`src/hdl/rpc_pkg.sv`:
```
// ----------------------------------------------------------------------------
// rpc_pkg
// Shared constants, types and the arctangent table for the rectangular /
// polar CORDIC converter.
// ----------------------------------------------------------------------------
`default_nettype none

package rpc_pkg;

  // default configuration
  localparam int ITERATIONS_DEF  = 16;
  localparam int COORD_WIDTH_DEF = 24;
  localparam int MAX_ITERATIONS  = 24;

  // extra fraction bits carried through the datapath
  localparam int GUARD = 6;

  // angle accumulator, 2^32 per turn
  localparam int ANGLE_W = 32;
  // output angle, 2^16 per turn
  localparam int BAM_W = 16;

  // 1/K in 0.32 fixed point
  localparam logic [31:0] INV_GAIN = 32'd2608131496;
  localparam logic [ANGLE_W-1:0] HALF_TURN = 32'h8000_0000;
  localparam logic signed [ANGLE_W-1:0] QUARTER_TURN = 32'sh4000_0000;
  localparam logic [BAM_W-1:0] BAM_HALF_TURN = 16'h8000;
  localparam logic [ANGLE_W-1:0] BAM_ROUND = 32'h0000_8000;

  // action codes on the input
  localparam logic [1:0] ACT_RECT  = 2'd0;
  localparam logic [1:0] ACT_POLAR = 2'd1;

  // decoded form of an item
  typedef enum logic [1:0] {
    FORM_RECT  = 2'd0,
    FORM_POLAR = 2'd1,
    FORM_BAD   = 2'd2
  } form_t;

  // per-item control carried alongside the datapath
  typedef struct packed {
    form_t form;
    logic  zero_vec;
  } ctl_t;

  // atan(2^-i) in 2^32-per-turn units
  function automatic logic [ANGLE_W-1:0] atan_angle(input int idx);
    logic [ANGLE_W-1:0] res;
    case (idx)
      0:       res = 32'h2000_0000;
      1:       res = 32'h12E4_051E;
      2:       res = 32'h09FB_385B;
      3:       res = 32'h0511_11D4;
      4:       res = 32'h028B_0D43;
      5:       res = 32'h0145_D7E1;
      6:       res = 32'h00A2_F61E;
      7:       res = 32'h0051_7C55;
      8:       res = 32'h0028_BE53;
      9:       res = 32'h0014_5F2F;
      10:      res = 32'h000A_2F98;
      11:      res = 32'h0005_17CC;
      12:      res = 32'h0002_8BE6;
      13:      res = 32'h0001_45F3;
      14:      res = 32'h0000_A2FA;
      15:      res = 32'h0000_517D;
      16:      res = 32'h0000_28BE;
      17:      res = 32'h0000_145F;
      18:      res = 32'h0000_0A30;
      19:      res = 32'h0000_0518;
      20:      res = 32'h0000_028C;
      21:      res = 32'h0000_0146;
      22:      res = 32'h0000_00A3;
      23:      res = 32'h0000_0051;
      default: res = '0;
    endcase
    return res;
  endfunction

endpackage

`default_nettype wire

```
`src/hdl/rpc_out.sv`:
```
// ----------------------------------------------------------------------------
// rpc_out
// Output register: drops guard bits, saturates, rounds the angle and
// assembles the four coordinates for each form.
// ----------------------------------------------------------------------------
`default_nettype none

module rpc_out import rpc_pkg::*; #(
  parameter int COORD_WIDTH = COORD_WIDTH_DEF,
  localparam int IW = COORD_WIDTH + GUARD + 3
) (
  input  logic                          clk,
  input  logic                          rst,
  input  logic                          valid_in,
  output logic                          ready_up,
  input  ctl_t                          ctl_in,
  input  logic signed [IW-1:0]          x_in,
  input  logic signed [IW-1:0]          y_in,
  input  logic [ANGLE_W-1:0]            z_in,
  input  logic signed [IW-1:0]          mag_in,
  input  logic signed [COORD_WIDTH-1:0] first_in,
  input  logic signed [COORD_WIDTH-1:0] second_in,
  output logic                          out_valid,
  input  logic                          out_stall,
  output logic signed [COORD_WIDTH-1:0] x_out,
  output logic signed [COORD_WIDTH-1:0] y_out,
  output logic [COORD_WIDTH-1:0]        magnitude,
  output logic signed [BAM_W-1:0]       angle_out,
  output logic                          bad_form
);

  localparam int RW = IW - GUARD;
  localparam logic signed [RW-1:0] MAG_MAX = RW'((64'd1 << COORD_WIDTH) - 64'd1);
  localparam logic signed [RW-1:0] CRD_MAX = RW'((64'd1 << (COORD_WIDTH - 1)) - 64'd1);
  localparam logic signed [RW-1:0] CRD_MIN = -CRD_MAX - RW'(1);
  localparam logic signed [IW-1:0] HALF_LSB = IW'(1) <<< (GUARD - 1);

  logic signed [IW-1:0]          x_sum;
  logic signed [IW-1:0]          y_sum;
  logic signed [IW-1:0]          m_sum;
  logic signed [RW-1:0]          x_rnd;
  logic signed [RW-1:0]          y_rnd;
  logic signed [RW-1:0]          m_rnd;
  logic signed [COORD_WIDTH-1:0] x_sat;
  logic signed [COORD_WIDTH-1:0] y_sat;
  logic [COORD_WIDTH-1:0]        m_sat;
  logic [ANGLE_W-1:0]            z_rnd;
  logic [ANGLE_W-1:0]            sec32;
  logic [BAM_W-1:0]              ang;
  logic                          first_neg;
  logic signed [COORD_WIDTH-1:0] x_next;
  logic signed [COORD_WIDTH-1:0] y_next;
  logic [COORD_WIDTH-1:0]        mag_next;
  logic [BAM_W-1:0]              ang_next;

  assign ready_up = !out_valid || !out_stall;

  // round half up and drop guard bits
  assign x_sum = x_in + HALF_LSB;
  assign y_sum = y_in + HALF_LSB;
  assign m_sum = mag_in + HALF_LSB;
  assign x_rnd = RW'(x_sum >>> GUARD);
  assign y_rnd = RW'(y_sum >>> GUARD);
  assign m_rnd = RW'(m_sum >>> GUARD);

  // saturation
  always_comb begin
    if (x_rnd > CRD_MAX) begin
      x_sat = COORD_WIDTH'(CRD_MAX);
    end else if (x_rnd < CRD_MIN) begin
      x_sat = COORD_WIDTH'(CRD_MIN);
    end else begin
      x_sat = COORD_WIDTH'(x_rnd);
    end
    if (y_rnd > CRD_MAX) begin
      y_sat = COORD_WIDTH'(CRD_MAX);
    end else if (y_rnd < CRD_MIN) begin
      y_sat = COORD_WIDTH'(CRD_MIN);
    end else begin
      y_sat = COORD_WIDTH'(y_rnd);
    end
    if (m_rnd[RW-1]) begin
      m_sat = '0;
    end else if (m_rnd > MAG_MAX) begin
      m_sat = COORD_WIDTH'(MAG_MAX);
    end else begin
      m_sat = COORD_WIDTH'(m_rnd);
    end
  end

  // angle rounding and the polar pass-through angle
  assign z_rnd     = z_in + BAM_ROUND;
  assign sec32     = ANGLE_W'(second_in);
  assign ang       = sec32[BAM_W-1:0];
  assign first_neg = first_in[COORD_WIDTH-1];

  // result assembly per form
  always_comb begin
    case (ctl_in.form)
      FORM_RECT: begin
        x_next   = first_in;
        y_next   = second_in;
        mag_next = m_sat;
        ang_next = ctl_in.zero_vec ? '0 : z_rnd[ANGLE_W-1:ANGLE_W-BAM_W];
      end
      FORM_POLAR: begin
        x_next   = x_sat;
        y_next   = y_sat;
        mag_next = first_neg ? COORD_WIDTH'(-first_in) : COORD_WIDTH'(first_in);
        ang_next = first_neg ? (ang + BAM_HALF_TURN) : ang;
      end
      default: begin
        x_next   = '0;
        y_next   = '0;
        mag_next = '0;
        ang_next = '0;
      end
    endcase
  end

  always_ff @(posedge clk) begin
    if (rst) begin
      out_valid <= 1'b0;
    end else if (ready_up) begin
      out_valid <= valid_in;
    end
  end

  always_ff @(posedge clk) begin
    if (ready_up) begin
      x_out     <= x_next;
      y_out     <= y_next;
      magnitude <= mag_next;
      angle_out <= ang_next;
      bad_form  <= (ctl_in.form != FORM_RECT) && (ctl_in.form != FORM_POLAR);
    end
  end

endmodule

`default_nettype wire

```
`config.mk`:
```
export PLATFORM = sky130hd
export DESIGN_NAME = rpc_out
export DESIGN_NICKNAME = d
export VERILOG_FILES = /design/src/hdl/rpc_pkg.sv /design/src/hdl/rpc_out.sv
export SDC_FILE = /design/constraint.sdc
export NUM_CORES = 1
export LEC_CHECK = 0
export BUFFER_PORTS_ARGS = -buffer_cell sky130_fd_sc_hd__buf_2
export CORE_MARGIN = 1.5
export CORE_UTILIZATION = 25
export CTS_CLUSTER_SIZE = 25
export DETAILED_ROUTE_END_ITERATION = 12
export GPL_ROUTABILITY_DRIVEN = 1
export PLACE_DENSITY = 0.47
export SYNTH_ARGS = -nofsm -noshare
export SYNTH_HDL_FRONTEND = slang
export SYNTH_SLANG_ARGS = --single-unit
```
`constraint.sdc`:
```
create_clock -name clk -period 3.5 [get_ports clk]
set_input_delay 0.175 -clock clk [delete_from_list [all_inputs] [get_ports clk]]
set_output_delay 0.175 -clock clk [all_outputs]
set_load 0.02 [all_outputs]
```
==> results of run 1 <==
kinds of logic after synthesis:
| group | count (synthesis) |
|---|---|
| simple gates | 300 |
| compound gates | 130 |
| xor+xnor | 102 |
| flops | 90 |
| buf+inv | 50 |
| fa+ha+maj | 5 |
| mux | 4 |
how the worst max path moves through the flow:
| stage | endpoint | slack (ns) | cells past startpoint |
|---|---|---|---|
| finish | x_out[10]$_DFFE_PP_ | 1.12 | 8 |
| global route | x_out[10]$_DFFE_PP_ | 0.86 | 8 |
| CTS | x_out[10]$_DFFE_PP_ | 1.10 | 8 |
| detailed placement | x_out[10]$_DFFE_PP_ | 0.73 | 8 |
| global placement | x_out[10]$_DFFE_PP_ | 0.78 | 8 |
| floorplan | angle_out[0]$_DFFE_PP_ | 0.55 | 1 |
power groups by stage:
stage | Clock (mW) | Combinational (mW) | Sequential [mW]
final | 0.904 | 0.748 | 1.34
after global placement | 0 | 0.751 | 1.37
after detailed placement | 0 | 0.754 | 1.36
after floorplan | 0 | 0.254 | 1.51
after global routing | 0.979 | 0.812 | 1.35
after CTS | 0.938 | 0.756 | 1.34
placed cells by master, fill, tap and decap left out, types with 4 or more instances in the layout:
master,Yosys,layout
a211oi_1,7,7
a21oi_1,7,7
a311oi_2,4,4
and3_1,14,14
and4_1,15,15
buf_2,5,246
buf_4,2,13
clkbuf_1,28,4
clkbuf_16,0,9
edfxtp_1,89,89
ha_1,5,5
inv_1,12,12
nand2_1,96,95
nand3_1,43,43
nand4_1,45,45
nor2_1,33,32
nor3_1,13,13
nor4_1,11,11
o211ai_1,39,39
o21ai_0,13,13
o21ai_1,12,12
o221ai_1,16,16
o31ai_1,12,12
or3_1,5,5
or4_1,4,4
xnor2_1,41,41
xor2_1,61,61
worst max-delay path: stages:
cell and delay, ns:
buf_2 0.10, ha_1 0.19, nand4_1 0.21, nor4_4 0.43
a21oi_1 0.21, o21ai_1 0.33, nand3_1 0.58, o211ai_1 0.32
layer usage:
layer	vias up	part of all wire [%]
met2	162	45
met4	0	1.3
li1	3078	-
met3	18	4.4
met5	-	0
met1	2878	49
registers in the layout, summed over array words and instances (netlist names):
signal / count
x_out: 24
y_out: 24
magnitude: 24
bad_form: 1
out_valid: 1
angle_out: 16
timing repair:
item,in CTS,in global routing
hold buffers,1,0
hold endpoints to repair,1,0
buffers inserted,0,0
final cells by class:
class / instances / area, um^2
clock inverter: 3 / 17.5
fill: 2703 / 16900
timing repair buffer: 260 / 1340
clock buffer: 13 / 240
multi-input combinational: 541 / 3580
sequential: 90 / 2690
antenna: 1 / 2.50
tap: 330 / 413
inverter: 12 / 45.0
==> results.tsv, run 1 <==
stage	metric	value	unit
outcome	status	finished clean	
worst_setup_path	Worst Path Max Fanout	16	
grt	most used routing layer	met2	
grt	largest net degree at the start of global routing	38	
pwr	Int Power	2.05	mW
place	placed insts	1232	
layout	Final Net Count	1105	
pwr	Power, Total	2.99	mW
floorplan	core area	25300	um^2
min_path	HP Start	valid_in	
sta	clock skew	0.00630	ns
logic_synthesis	Mapped Area	6470	um^2
logic_synthesis	syn avg cell area	9.50	um^2
worst_setup_path	FF-to-FF path depth	2	
pwr	Leak	3.31	nW
min_path	worst hold path type	input pin to register	
worst_setup_path	CP startpoint kind	input pin	
logic_synthesis	Synth Area in Simple Gates	24.9	%
place	Post-DP Area	8060	um^2
grt	gr usage total	17.4	%
place	pre-CTS setup slack	0.732	ns
worst_setup_path	Worst Setup SP	x_in[5]	
drt	final wirelength	23500	um
worst_setup_path	Critical R2R Launch	out_valid$_SDFFE_PP0P_	
sta	Slew @ Worst Pin	0.768	ns
logic_synthesis	FFs w/ async S/R, synth	0	%
grt	first-pass GRT wire length	35200	um
logic_synthesis	syn nets	872	
floorplan	die span in x	164	um
logic_synthesis	Commonest cells post-synth	nand2_1 (96), edfxtp_1 (89), xor2_1 (61)	
grt	gr ovfl total	0	
grt	number of global-route vias before repair	6003	
logic_synthesis	post-synthesis adder-cell area fraction	0.967	%
drt	Residual DRC	0	
logic_synthesis	Yosys top cell area share	41.3	%
pwr	logic gate share of total power	25.0	%
sta	Slew HR	48.8	%
drt	vias per cell	4.91	
logic_synthesis	post-synthesis cell count	681	
drt	via count	6136	
logic_synthesis	Synth area leader	edfxtp_1	
cts	clk buf depth	2	
logic_synthesis	count leader, synth	nand2_1	
sta	setup ws final	1.12	ns
layout	fin util	33.0	%
floorplan	Die Area	26800	um^2
floorplan	Starting Density	25.6	%
worst_setup_path	WP data arrival	2.55	ns
sta	final setup TNS	0	ns
layout	layout cells sized above 1	31.4	%
sta	crit path time final	2.38	ns
pwr	power per standard cell area	359	nW/um^2
worst_setup_path	worst setup path class	input pin to register	
sta	fin crit share	68.0	%
sta	Final Slew Violations	0	
flow_run	Max Cap Viol	0	
cts	htree depth	3	
place	GPL Wtd Cong	0.824	
drt	per-cell routed wire length	18.8	um
logic_synthesis	compound-gate portion of the synthesized area	14.8	%
place	DPL Wire Length	18400	um
layout	final instance area	8330	um^2
logic_synthesis	area share of xor/xnor cells in the synthesized design	13.8	%
floorplan	die height	164	um
logic_synthesis	Netlist cell types	56	
pwr	P_sw	0.939	mW
logic_synthesis	sequential fraction of the synthesis area	41.6	%
worst_setup_path	CP Capture Type	register	
pwr	peak supply drop	0.155	mV
grt	initial antenna violation count	1	
cts	clock root cell	clkbuf_16	
pwr	Seq pwr share	44.8	%
logic_synthesis	yosys warns	0	
logic_synthesis	number of synthesized flops with an enable pin	89	
min_path	Hold Path Sink	out_valid$_SDFFE_PP0P_	
sta	fmax	0.420	GHz
grt	GR Util met3	2.20	%
drt	Routed Antenna Nets	0	
place	port bufs	246	
cts	# resized after CTS	0	
worst_setup_path	Worst EP required	3.67	ns
logic_synthesis	main combinational cell family by area after synthesis	simple AND/OR/NAND/NOR gates	
logic_synthesis	top_reg_cell synth	edfxtp_1	
drt	Iter 0 DRT Violations	333	
cts	clock sink count	90	
layout	Syn-to-layout area delta	28.8	%
logic_synthesis	Synth Register Bits	90	
cts	clk_lat worst skew	0.34	ns
worst_setup_path	Reg-to-Reg End	magnitude[23]$_DFFE_PP_	
logic_synthesis	synth top area cells	edfxtp_1 (41%), xor2_1 (8.3%), nand2_1 (5.6%), xnor2_1 (5.6%), o211ai_1 (4.5%)	
grt	GR Layer Usage met1	25.2	%
grt	grt met2 use	27.0	%
cts	total CTS buffers	9	
pwr	sw frac	31.4	%
sta	final hold vios	0	
min_path	WHS Path Cells	3	
cts	CTS tree	yes	
floorplan	Placement Rows	58	
floorplan	io pins	277	
cts	Worst-path clk slew	0.07	ns
sta	RSZ-0062 raised after global routing	no	
sta	Min Hold Slack	0.0375	ns
sta	# setup viols final	0	
drt	Pre-antenna DRT Iters	4	
layout	Finished Layout Cells	1250	
worst_setup_path	R2R setup slack	1.93	ns
logic_synthesis	post-synthesis mux area share	0.639	%
pwr	Clk pwr share	30.2	%
Note: power is estimated with default switching activity, not from simulation.
==> inputs of run 2 (changes only) <==
ABC_AREA = 1   (was not set)
PLACE_DENSITY = 0.46   (was 0.47)
clock period = 2.5 ns   (was 3.5 ns; I/O delays follow)
==> run 2 against run 1 <==
  * Clock-buffer cell count down 4
  * Wire length grew 9.5%
  * Final cell count increased by 33%
  * Setup slack got worse by 0.34 ns
  * Critical path type unchanged
  * First-iteration DRC count increased by 52%
  * Critical endpoint is now y_out[11]$_DFFE_PP_
  * Combinational power up 48%
  * Total power grew 50%
==> results.tsv, run 2 <==
stage	metric	value	unit
outcome	status	finished clean	
logic_synthesis	Mapped Area	7390	um^2
sta	clock skew	0.00806	ns
sta	Slew @ Worst Pin	0.574	ns
logic_synthesis	count leader, synth	nand2_1	
sta	final setup TNS	0	ns
floorplan	die height	175	um
sta	RSZ-0062 raised after global routing	no	
drt	Iter 0 DRT Violations	507	
logic_synthesis	Synth area leader	edfxtp_1	
cts	htree depth	3	
grt	number of global-route vias before repair	7187	
min_path	Hold Path Sink	bad_form$_DFFE_PP_	
sta	final hold vios	0	
worst_setup_path	Critical R2R Launch	out_valid$_SDFFE_PP0P_	
logic_synthesis	number of synthesized flops with an enable pin	89	
floorplan	core area	28900	um^2
min_path	WHS Path Cells	1	
grt	gr usage total	16.7	%
logic_synthesis	sequential fraction of the synthesis area	36.4	%
floorplan	Placement Rows	62	
cts	clock sink count	90	
logic_synthesis	synth top area cells	edfxtp_1 (36%), nand2_1 (21%), nor2_1 (5.5%), xor2_1 (5.3%), nand3_1 (4.3%)	
cts	CTS tree	yes	
min_path	HP Start	ctl_in[2]	
pwr	Clk pwr share	33.3	%
pwr	Seq pwr share	41.9	%
logic_synthesis	Synth Register Bits	90	
sta	Slew HR	61.7	%
pwr	peak supply drop	0.301	mV
logic_synthesis	top_reg_cell synth	edfxtp_1	
pwr	Leak	4.61	nW
drt	Residual DRC	0	
worst_setup_path	peak per-stage delay on the critical path	0.28	ns
logic_synthesis	syn nets	1227	
place	DPL Wire Length	20800	um
floorplan	io pins	277	
logic_synthesis	Netlist cell types	36	
sta	Final Slew Violations	0	
pwr	P_sw	1.40	mW
floorplan	Die Area	30600	um^2
layout	fin util	32.3	%
worst_setup_path	FF-to-FF path depth	4	
worst_setup_path	CP startpoint kind	input pin	
cts	clk buf depth	2	
grt	gr ovfl total	0	
worst_setup_path	CP most frequent cell	nand2_1	
cts	Post-CTS Hold Fix Bufs	2	
logic_synthesis	Yosys top cell area share	36.2	%
drt	Pre-antenna DRT Iters	4	
sta	fmax	0.581	GHz
cts	# resized after CTS	0	
worst_setup_path	WP data arrival	1.83	ns
pwr	sw frac	31.3	%
drt	final wirelength	25700	um
pwr	Int Power	3.08	mW
cts	Worst-path clk slew	0.07	ns
pwr	logic gate share of total power	24.9	%
logic_synthesis	FFs w/ async S/R, synth	0	%
flow_run	Max Cap Viol	0	
logic_synthesis	syn avg cell area	7.13	um^2
layout	Top Registers	magnitude x24, x_out x24, y_out x24	
logic_synthesis	Commonest cells post-synth	nand2_1 (415), nor2_1 (108), edfxtp_1 (89)	
place	GPL Wtd Cong	0.880	
worst_setup_path	Critical Path Stages	13	
cts	clock root cell	clkbuf_16	
worst_setup_path	Crit path buffers/inverters	1	
worst_setup_path	CP max-delay cell	nand2_2	
worst_setup_path	R2R setup slack	0.89	ns
logic_synthesis	post-synthesis cell count	1036	
drt	per-cell routed wire length	15.4	um
pwr	power per standard cell area	480	nW/um^2
drt	Routed Antenna Nets	0	
grt	largest net degree at the start of global routing	92	
drt	vias per cell	4.48	
drt	via count	7462	
logic_synthesis	yosys warns	0	
worst_setup_path	Reg-to-Reg End	out_valid$_SDFFE_PP0P_	
sta	Min Hold Slack	0.0444	ns
sta	fin crit share	68.9	%
worst_setup_path	CP Capture Type	register	
cts	Post-CTS Repair Setup Buffers	0	
layout	layout cells sized above 1	26.9	%
worst_setup_path	Crit path max-delay family	simple AND/OR/NAND/NOR gates	
grt	initial antenna violation count	4	
grt	first-pass GRT wire length	39700	um
floorplan	Starting Density	25.5	%
worst_setup_path	CP cell instances	buf_2, ha_1, nand2_1, nor2_2, nand2_2, nor2_2, nand2_1, nand2_1, nand2_1, nand3_1, nand2_2, nand3b_1, nand3_2	
worst_setup_path	Worst EP required	2.61	ns
layout	commonest non-fill, non-tap cell in the layout	nand2_1	
place	port bufs	246	
worst_setup_path	Worst Path Max Fanout	22	
cts	total CTS buffers	9	
layout	most frequent cells in the layout	nand2_1 (414), buf_2 (246), nor2_1 (106)	
floorplan	die span in x	175	um
worst_setup_path	worst setup path class	input pin to register	
sta	# setup viols final	0	
cts	clk_lat worst skew	0.35	ns
min_path	worst hold path type	input pin to register	
layout	Syn-to-layout area delta	26.3	%
sta	crit path time final	1.72	ns
layout	Final Net Count	1463	
==> run 2: final cells by class <==
| class | count | area [um^2] |
|---|---|---|
| fillers | 3201 | 19600 |
| multi-input cells | 835 | 4190 |
| flip-flops and latches | 90 | 2690 |
| repair buffers | 256 | 1350 |
| well taps | 384 | 480 |
| inverters | 80 | 300 |
| clock buffers | 9 | 225 |
| clock inverters | 7 | 92.6 |
| diodes | 3 | 7.51 |
==> run 2: logic make-up (layout without fill, tap and decap cells) <==
kind of cell / count (synthesis) / count (layout) / share of synthesized area [%]
AND/OR/NAND/NOR: 699 / 699 / 42.3
buffers and inverters: 111 / 352 / 7.21
flip-flops: 90 / 90 / 36.4
XOR/XNOR: 70 / 70 / 8.40
AO/OA/AOI/OAI: 61 / 61 / 4.81
adder cells (fa/ha/maj): 5 / 5 / 0.846
other: 0 / 3 / 0
==> run 2: routing by layer <==
layer	share of wire (%)	global-route usage (%)	wire, um
met2	43	25.1	11100
met1	51	24.8	13000
met5	0.027	0	7
met3	4.8	2.24	1240
met4	1.4	4.42	347
==> run 2: worst max path at each step <==
stage,startpoint,endpoint,slack (ns)
after floorplan,out_valid$_SDFFE_PP0P_,angle_out[0]$_DFFE_PP_,0.52
after global placement,y_in[5],y_out[18]$_DFFE_PP_,0.44
after detailed placement,y_in[5],y_out[11]$_DFFE_PP_,0.40
after CTS,y_in[5],y_out[11]$_DFFE_PP_,0.79
after global routing,y_in[5],y_out[11]$_DFFE_PP_,0.51
final,y_in[5],y_out[11]$_DFFE_PP_,0.78
==> run 2: metrics by stage <==
| step | worst slack [ns] | cell area [um^2] | total power [mW] | instances |
|---|---|---|---|---|
| detailed placement | 0.403 | 8990 | 3.03 | 1643 |
| CTS | 0.787 | 9330 | 4.55 | 1661 |
| finish | 0.777 | 9340 | 4.48 | 1664 |
| global placement | 0.445 | 8990 | 3.03 | 1643 |
| floorplan | 0.519 | 7390 | 2.55 | 1036 |
| global route | 0.507 | 9340 | 4.72 | 1664 |
==> run 2: power by group through the flow <==
stage,Clock [mW],Sequential (mW),Combinational (mW)
final,1.49,1.88,1.11
after global routing,1.61,1.89,1.23
after CTS,1.55,1.88,1.13
after detailed placement,0,1.91,1.12
after global placement,0,1.91,1.12
after floorplan,0,2.10,0.455
==> inputs of run 3 (changes only) <==
clock period = 1.74 ns   (was 2.5 ns; I/O delays follow)
==> run 3 against run 2 <==
  * Die area did not move
  * Design area rose by 9.8%
  * Total power rose by 48%
  * Flip-flop and latch count did not move
  * Sequential power rose by 44%
  * Critical path depth rose by 3
  * Sequential share of layout area fell by 2.6 points
==> results.tsv, run 3 (synthesized netlist as in run 2, its figures left out) <==
stage	metric	value	unit
outcome	status	finished clean	
cts	clock sink count	90	
sta	fin crit share	86.2	%
sta	crit path time final	1.50	ns
cts	CTS tree	yes	
layout	final instance area	10300	um^2
worst_setup_path	CP max-delay cell	nor2_1	
layout	Top Registers	magnitude x24, x_out x24, y_out x24	
cts	clk_lat worst skew	0.36	ns
floorplan	Placement Rows	62	
pwr	power per standard cell area	646	nW/um^2
pwr	sw frac	30.7	%
layout	most frequent cells in the layout	nand2_1 (414), buf_2 (246), buf_4 (115)	
cts	Post-CTS Repair Setup Buffers	0	
cts	Worst-path clk slew	0.07	ns
worst_setup_path	Crit path max-delay family	simple AND/OR/NAND/NOR gates	
grt	number of global-route vias before repair	7634	
cts	total CTS buffers	9	
cts	htree depth	3	
sta	final setup TNS	0	ns
floorplan	Die Area	30600	um^2
worst_setup_path	CP Capture Type	register	
layout	layout cells sized above 1	32.9	%
layout	sequential cell area	2690	um^2
drt	vias per cell	4.39	
floorplan	io pins	277	
drt	Residual DRC	0	
worst_setup_path	WP data arrival	1.60	ns
worst_setup_path	Worst Path Max Fanout	20	
place	Post-DP Area	9880	um^2
sta	fmax	0.666	GHz
floorplan	die span in x	175	um
place	port bufs	246	
layout	# fillers	3164	
sta	final hold vios	0	
sta	Final Slew Violations	0	
grt	first-pass GRT wire length	41700	um
worst_setup_path	CP most frequent cell	nand2_1	
worst_setup_path	worst setup path class	input pin to register	
worst_setup_path	CP startpoint kind	input pin	
drt	Routed Antenna Nets	0	
sta	Slew HR	64.4	%
drt	Metal-1 WL	13600	um
worst_setup_path	Worst EP required	1.84	ns
drt	WL met3	1240	um
grt	largest net degree at the start of global routing	48	
drt	top layer in use	met4	
place	GPL Wtd Cong	0.848	
flow_run	Max Cap Viol	0	
sta	# setup viols final	0	
floorplan	core area	28900	um^2
min_path	worst hold path type	input pin to register	
drt	Pre-antenna DRT Iters	5	
worst_setup_path	Crit path buffers/inverters	4	
worst_setup_path	peak per-stage delay on the critical path	0.19	ns
sta	Min Hold Slack	0.0221	ns
layout	Syn-to-layout area delta	38.7	%
pwr	logic gate share of total power	26.3	%
sta	clock skew	0.0154	ns
sta	RSZ-0062 raised after global routing	no	
pwr	Leak	5.18	nW
grt	gr usage total	17.4	%
floorplan	Starting Density	25.5	%
pwr	Seq pwr share	40.9	%
pwr	peak supply drop	0.431	mV
layout	commonest non-fill, non-tap cell in the layout	nand2_1	
drt	per-cell routed wire length	15.0	um
layout	Final Net Count	1577	
sta	Slew @ Worst Pin	0.534	ns
cts	clk buf depth	2	
drt	via count	7821	
place	DPL Wire Length	22200	um
cts	clock root cell	clkbuf_16	
pwr	P_sw	2.03	mW
drt	Iter 0 DRT Violations	401	
drt	WL met2	11400	um
grt	initial antenna violation count	7	
floorplan	die height	175	um
layout	fin util	35.4	%
worst_setup_path	CP cell instances	buf_2, nand2_1, buf_4, nor2_1, nand3_1, nor2_1, nand2_1, nand2_1, nand2_1, inv_1, nand2_2, nand2_2, buf_12, nand2_1, nand2_1, nand2_1	
layout	footprint of the multi-input gates	4200	um^2
drt	final wirelength	26700	um
grt	gr ovfl total	0	
pwr	Int Power	4.59	mW
pwr	Clk pwr share	32.8	%
[run 3: cell types whose count changed in the layout (fill, tap and decap cells not counted)]
cell,before,now
clkbuf_8,0,1
clkinv_2,1,0
diode_2,3,7
buf_4,5,115
nor2_2,12,11
clkinv_1,1,0
clkbuf_1,0,2
nor2_4,8,10
buf_12,3,6
inv_6,1,0
[run 3: power groups by stage]
stage / Combinational (mW) / Sequential (mW) / Clock, mW
floorplan: 0.654 / 3.01 / 0
global placement: 1.74 / 2.76 / 0
detailed placement: 1.75 / 2.76 / 0
CTS: 1.76 / 2.71 / 2.24
global route: 1.93 / 2.73 / 2.31
finish: 1.74 / 2.71 / 2.17
[run 3: worst register-to-register path: stages, from the launching register on]
cell,delay [ns]
dfxtp_1,0.34
nand2_4,0.29
a21oi_1,0.11
dlygate4sd3_1,0.57
[run 3: final timing paths]
kind / startpoint / endpoint / slack (ns) / cells after the start
setup / recovery: mag_in[27] / magnitude[22]$_DFFE_PP_ / 0.24 / 16
hold / removal: second_in[23] / y_out[23]$_DFFE_PP_ / 0.02 / 3
hold reg to reg: out_valid$_SDFFE_PP0P_ / x_out[1]$_DFFE_PP_ / 0.83 / 1
setup reg to reg: out_valid$_SDFFE_PP0P_ / out_valid$_SDFFE_PP0P_ / 0.32 / 3
[run 3: final cells by class]
class,instances,share of cell area [%]
repair buffers,369,21.8
well taps,384,4.69
flip-flops and latches,90,26.3
multi-input cells,836,41.0
clock inverters,4,0.732
clock buffers,12,2.40
inverters,80,2.93
diodes,7,0.171
[run 3: timing repair]
item	CTS	global route
hold buffers	2	0
endpoints found under the setup margin	11	9
pin swaps	0	1
cloned	0	1
endpoints found under the hold margin	1	0
gates resized for setup	1	1
[run 3: layer usage]
layer  up-vias  GRT usage [%]
met1      3533           26.0
met3        23           2.31
li1       4059              -
met4         0           5.70
met5         -              0
met2       206           25.6
[run 3: per-stage QoR]
stage | setup WS [ns] | instances | total power, mW
after floorplan | 0.163 | 1036 | 3.67
after global placement | -0.487 | 1756 | 4.50
after detailed placement | -0.461 | 1756 | 4.50
after CTS | 0.202 | 1774 | 6.71
after global routing | 0.0515 | 1782 | 6.96
final | 0.240 | 1782 | 6.62
